### src/hw/rtl/hpi_pkg.sv
// Shared types, constants and the saturation helper for the Hermite table interpolator.
// Used by every module of the block; depends on nothing.
package hpi_pkg;

    localparam int WORD_W          = 32;
    localparam int FRAC_W          = 24;
    localparam int IDX_W           = 8;
    localparam int CNT_W           = 9;
    localparam int CFG_IDX_W       = 2;
    localparam int TABLE_DEPTH_DEF = 256;

    localparam logic [CFG_IDX_W-1:0] CFG_ENTRY_COUNT = 2'd0;
    localparam logic [CFG_IDX_W-1:0] CFG_QUAD_THR    = 2'd1;
    localparam logic [CFG_IDX_W-1:0] CFG_CUBIC_THR   = 2'd2;

    localparam logic ACT_LOAD  = 1'b0;
    localparam logic ACT_QUERY = 1'b1;

    localparam logic [1:0] ORD_LOW_LIN = 2'd0;
    localparam logic [1:0] ORD_LOG_LIN = 2'd1;
    localparam logic [1:0] ORD_QUAD    = 2'd2;
    localparam logic [1:0] ORD_CUBIC   = 2'd3;

    localparam logic [CNT_W-1:0] ENTRY_COUNT_RST = 9'd256;

    typedef logic signed [WORD_W-1:0] t_word;

    localparam t_word Q_ONE    = 32'sh0100_0000;
    localparam t_word WORD_MAX = 32'sh7FFF_FFFF;
    localparam t_word WORD_MIN = 32'sh8000_0000;

    typedef struct packed {
        logic             action;
        logic [IDX_W-1:0] knot_index;
        t_word            knot_abscissa;
        t_word            knot_log_abscissa;
        t_word            knot_value;
        t_word            knot_slope;
        t_word            query_h;
        t_word            query_log_h;
    } t_in;

    typedef struct packed {
        t_word      value_out;
        t_word      slope_out;
        logic [1:0] order_used;
        logic       out_of_range;
        logic       saturated;
    } t_out;

    typedef struct packed {
        logic [CNT_W-1:0] entry_count;
        t_word            quad_threshold;
        t_word            cubic_threshold;
    } t_cfg;

    typedef struct packed {
        logic valid;
        t_in  item;
    } t_qhead;

    typedef struct packed {
        logic  clip;
        t_word value;
    } t_sat;

    // Clamp a wide signed value to the word range and report clipping.
    function automatic t_sat sat_word(input logic signed [63:0] v);
        t_sat r;
        if (v > 64'sd2147483647) begin
            r = '{clip: 1'b1, value: WORD_MAX};
        end else if (v < -64'sd2147483648) begin
            r = '{clip: 1'b1, value: WORD_MIN};
        end else begin
            r = '{clip: 1'b0, value: v[WORD_W-1:0]};
        end
        return r;
    endfunction

endpackage

### src/hw/rtl/hpi_front.sv
// Front end: accepts input beats, drops loads aimed past the table, queues the rest.
// Depends on hpi_pkg.
module hpi_front #(
    parameter int TABLE_DEPTH = hpi_pkg::TABLE_DEPTH_DEF
) (
    input  logic           i_clk,
    input  logic           i_rst_n,
    input  logic           i_in_valid,
    input  hpi_pkg::t_in   i_in_data,
    output logic           o_in_stall,
    input  logic           i_pop,
    output hpi_pkg::t_qhead o_head
);
    import hpi_pkg::*;

    localparam int AW = $clog2(TABLE_DEPTH);
    localparam int IW = (AW + 1 > IDX_W) ? AW + 1 : IDX_W;

    t_in        r_q [2];
    logic       r_wp;
    logic       r_rp;
    logic [1:0] r_cnt;

    logic [IW-1:0] idx_ext;
    logic          keep;
    logic          accept;
    logic          push;
    logic          pop;

    assign idx_ext    = IW'(i_in_data.knot_index);
    assign keep       = (i_in_data.action == ACT_QUERY) || (idx_ext < IW'(TABLE_DEPTH));
    assign o_in_stall = (r_cnt == 2'd2);
    assign accept     = i_in_valid && !o_in_stall;
    assign push       = accept && keep;
    assign pop        = i_pop && (r_cnt != 2'd0);

    assign o_head.valid = (r_cnt != 2'd0);
    assign o_head.item  = r_q[r_rp];

    always_ff @(posedge i_clk) begin
        if (push) begin
            r_q[r_wp] <= i_in_data;
        end
    end

    always_ff @(posedge i_clk) begin
        if (!i_rst_n) begin
            r_wp  <= 1'b0;
            r_rp  <= 1'b0;
            r_cnt <= 2'd0;
        end else begin
            if (push) begin
                r_wp <= ~r_wp;
            end
            if (pop) begin
                r_rp <= ~r_rp;
            end
            if (push && !pop) begin
                r_cnt <= r_cnt + 2'd1;
            end else if (pop && !push) begin
                r_cnt <= r_cnt - 2'd1;
            end
        end
    end

endmodule

### config.mk
export PLATFORM = sky130hd
export DESIGN_NAME = hpi_front
export DESIGN_NICKNAME = d
export VERILOG_FILES = /design/src/hw/rtl/hpi_pkg.sv /design/src/hw/rtl/hpi_front.sv
export SDC_FILE = /design/constraint.sdc
export NUM_CORES = 1
export LEC_CHECK = 0
export BUFFER_PORTS_ARGS = -buffer_cell sky130_fd_sc_hd__buf_2
export CORE_ASPECT_RATIO = 2
export CORE_UTILIZATION = 56
export CTS_CLUSTER_DIAMETER = 80
export DETAILED_ROUTE_END_ITERATION = 16
export HOLD_SLACK_MARGIN = 0.06
export PLACE_DENSITY = 0.92
export SLEW_MARGIN = 20
export SYNTH_ARGS = -nofsm -noshare
export SYNTH_HDL_FRONTEND = slang
export SYNTH_SLANG_ARGS = --single-unit
### constraint.sdc
create_clock -name i_clk -period 23 [get_ports i_clk]
set_clock_uncertainty 0.2 [all_clocks]
set_input_delay 4.6 -clock i_clk [delete_from_list [all_inputs] [get_ports i_clk]]
set_output_delay 4.6 -clock i_clk [all_outputs]
set_load 0.005 [all_outputs]
==> impl_results.md <==
- Num rows: 83
- Cells after synthesis: 650
- Final core occ: 0.7002
- Max Cap Viol: 0
- Routed Antenna Nets: 0
- First-pass GRT wire length: between 40 and 50 mm
- Die extent in y: between 200 and 250 µm
- Setup violations, final: 0
- Fill count: around 1600
- Post-route setup slack: 15300 ps
- Max_slew headroom: 0.3127
- Post-Synth Adder-Cell Area: 0.0008451
- Layout cells sized above 1: 0.6042
- Placement Setup Slack: approximately 16000 ps
- WP data required: ~18000 ps
- Clock latency on the worst-skew pair: approximately 550 ps
- Top post-synthesis cells by area: edfxtp_1, mux2_2, buf_6
- Worst Hold Depth: 2
- Sequential cell area: 12180 µm²
- CP endpoint kind: primary output
- Total wire length: ~32 mm
- Setup bufs post-CTS: 0
- Period utilisation layout: 0.3348
- IO Count: between 400 and 500
- Power density over the cells: 105.5 nW/µm²
- Avg Inst Size Synth: around 23 µm²
- Synth-to-Final Area Change: 22.29%
- Synth top area share: 0.8153
- Sink Count: slightly above 400
- Number of port buffers: 407
- CTS Buf Count: 31
- Yosys warns: 0
- H-tree depth: 1
- Syn nets: 856
- Status: complete, no violations
- Max-slew violations: 0
- WHS Endpoint: r_cnt[1]
- Setup crit start kind: flop
- GRT Resource Usage Total: 0.2281
- Hold Crit Class: reg -> reg
- Core Region: 25860 µm²
- Post-synthesis sequential area ratio: 0.8221
- Synthesized area: between 10000 and 15000 µm²
- Worst R2R End: r_q[1][13]
- Max Freq: 129.9 MHz
- Setup TNS: 0 ps
- RePlAce Congestion: about 0.85
- Vias/cell: between 5 and 6
- CTS tree: yes
- Tmin final: between 7000 and 8000 ps
- FF-to-FF path depth: 3
- Avg WL per Cell: around 22 µm
- HP Start: r_cnt[1]
- Leading area contributor after synthesis: edfxtp_1
- Final Hold Viols: 0
- Pin count of the biggest net entering global routing: 78
- Starting Density: 0.5726
- Number of global-route vias before repair: about 8300
- DRT Pass-1 Iters: 4
- Least-Margin Pin Slew: slightly above 1000 ps
- Largest family of logic cells by synthesized area: multiplexers
- Synth Area in Simple Gates: 0.003887
- Crit Path Max Fanout: between 70 and 80
- Area of the multi-input gates: between 2000 and 2500 µm²
- Unrepaired setup endpoints after global routing: false
- Pleak: 6.701 nW
- Clock-pin slew on the worst setup and hold paths: 70 ps
- Starting DRT DRC Count: ~460
- Overflow after GRT: 0
- Critical path type: reg -> out
- Chip width: 117.0 µm
- FF+latch count, synth: roughly 400
- WP data arrival: 2900 ps
- Drt drc: 0
- Initial antenna violation count: 25
- Commonest non-fill, non-tap cell in the layout: buf_2
- Die area: 27130 µm²
- Clock tree buffer depth: 3
- DP HPWL: about 22 mm
- CTS Hold Buffers Added: 0
- Compound-Gate Fraction of Synth Area: 0.002197
- Commonest non-fill, non-tap cells in the layout: buf_2, edfxtp_1, mux2_2
- CTS root buffer: clkbuf_16
- Netlist cell types: 22
- Routed vias: roughly 7700
- PostCTS Resize Cnt: 0
- Final-stage net count: approximately 1300
- Mux share of post-synthesis cell area: 0.1529
- Crit Reg-Reg Startpoint: r_cnt[0]
- VDD IR max: around 0.094 mV
- R2R Setup Slk: a little over 20000 ps
- Synth Area in XOR/XNOR: 0.001775
## worst max-delay path by stage
stage / from / end / slack (ps) / cells past startpoint
3_3_place_gp: flop / o_head[35] / 15880 / 3
5_1_grt: flop / o_head[96] / 15120 / 3
4_1_cts: flop / o_head[96] / 15230 / 3
3_5_place_dp: flop / o_head[96] / 15830 / 3
6_report: flop / o_head[96] / 15300 / 3
2_1_floorplan: i_in_valid / r_q[0][0] / 9690 / 2
## final cells by class
class | count | area share
Clock inverter | 21 | 0.008500
Multi-Input combinational cell | 219 | 0.1327
Timing Repair Buffer | 415 | 0.1158
Inverter | 2 | 0.0004146
Clock buffer | 35 | 0.04367
Sequential cell | 407 | 0.6724
Tap cell | 340 | 0.02350
Antenna cell | 21 | 0.002902
## power breakdown
part           total (mW)  internal (mW)  switching (mW)
registers           0.972          0.933          0.0392
clock network       0.505          0.269           0.236
logic               0.433          0.217           0.216
total                1.91           1.42           0.491
## cell usage after synthesis, drive strengths merged
cell type / instances
nor2: 1
or3: 1
buf: 22
mux2: 201
inv: 2
xor2: 1
a21boi: 2
o21a: 1
xnor2: 2
o21ai: 2
nor3: 1
dfxtp: 5
or2: 1
and3: 1
and2: 3
ha: 1
nand2b: 1
edfxtp: 402
## per-stage QoR
step	instance area, µm²	total power, mW	hold WS [ps]	std cells
after floorplan	14810	1.264	278.5	650
after global placement	17110	1.400	295.2	1383
after detailed placement	17110	1.418	335.0	1383
after CTS	18050	1.922	349.8	1439
after global routing	18090	1.982	401.6	1455
final	18110	1.910	353.9	1460
## registers in the layout, summed over array words and instances (netlist names), named ones only
| name | count |
|---|---|
| r_wp | 1 |
| r_q | 402 |
| r_rp | 1 |
| r_cnt | 2 |
## per-layer routing
| metal | global-route usage | part of all wire |
|---|---|---|
| met1 | 0.2132 | 0.31 |
| met2 | 0.4168 | 0.55 |
| met3 | 0.05612 | 0.072 |
| met4 | 0.1626 | 0.061 |
| met5 | 0 | 0.0024 |
## cells by family (layout without fill, tap and decap cells)
kind of cell	Yosys count	count (layout)
and+or+nand+nor	9	9
other	0	21
adders and majority gates	1	1
buffers and inverters	24	473
xor gates and xnor gates	3	3
muxes	201	201
AOI/OAI and AO/OA	5	5
DFF	407	407
## worst max-delay path: stages, from the launching register on
cell	delay, ps
dfxtp_4	850
buf_4	840
mux2_2	440
buf_2	140
Power figures use the tool's default switching activity.
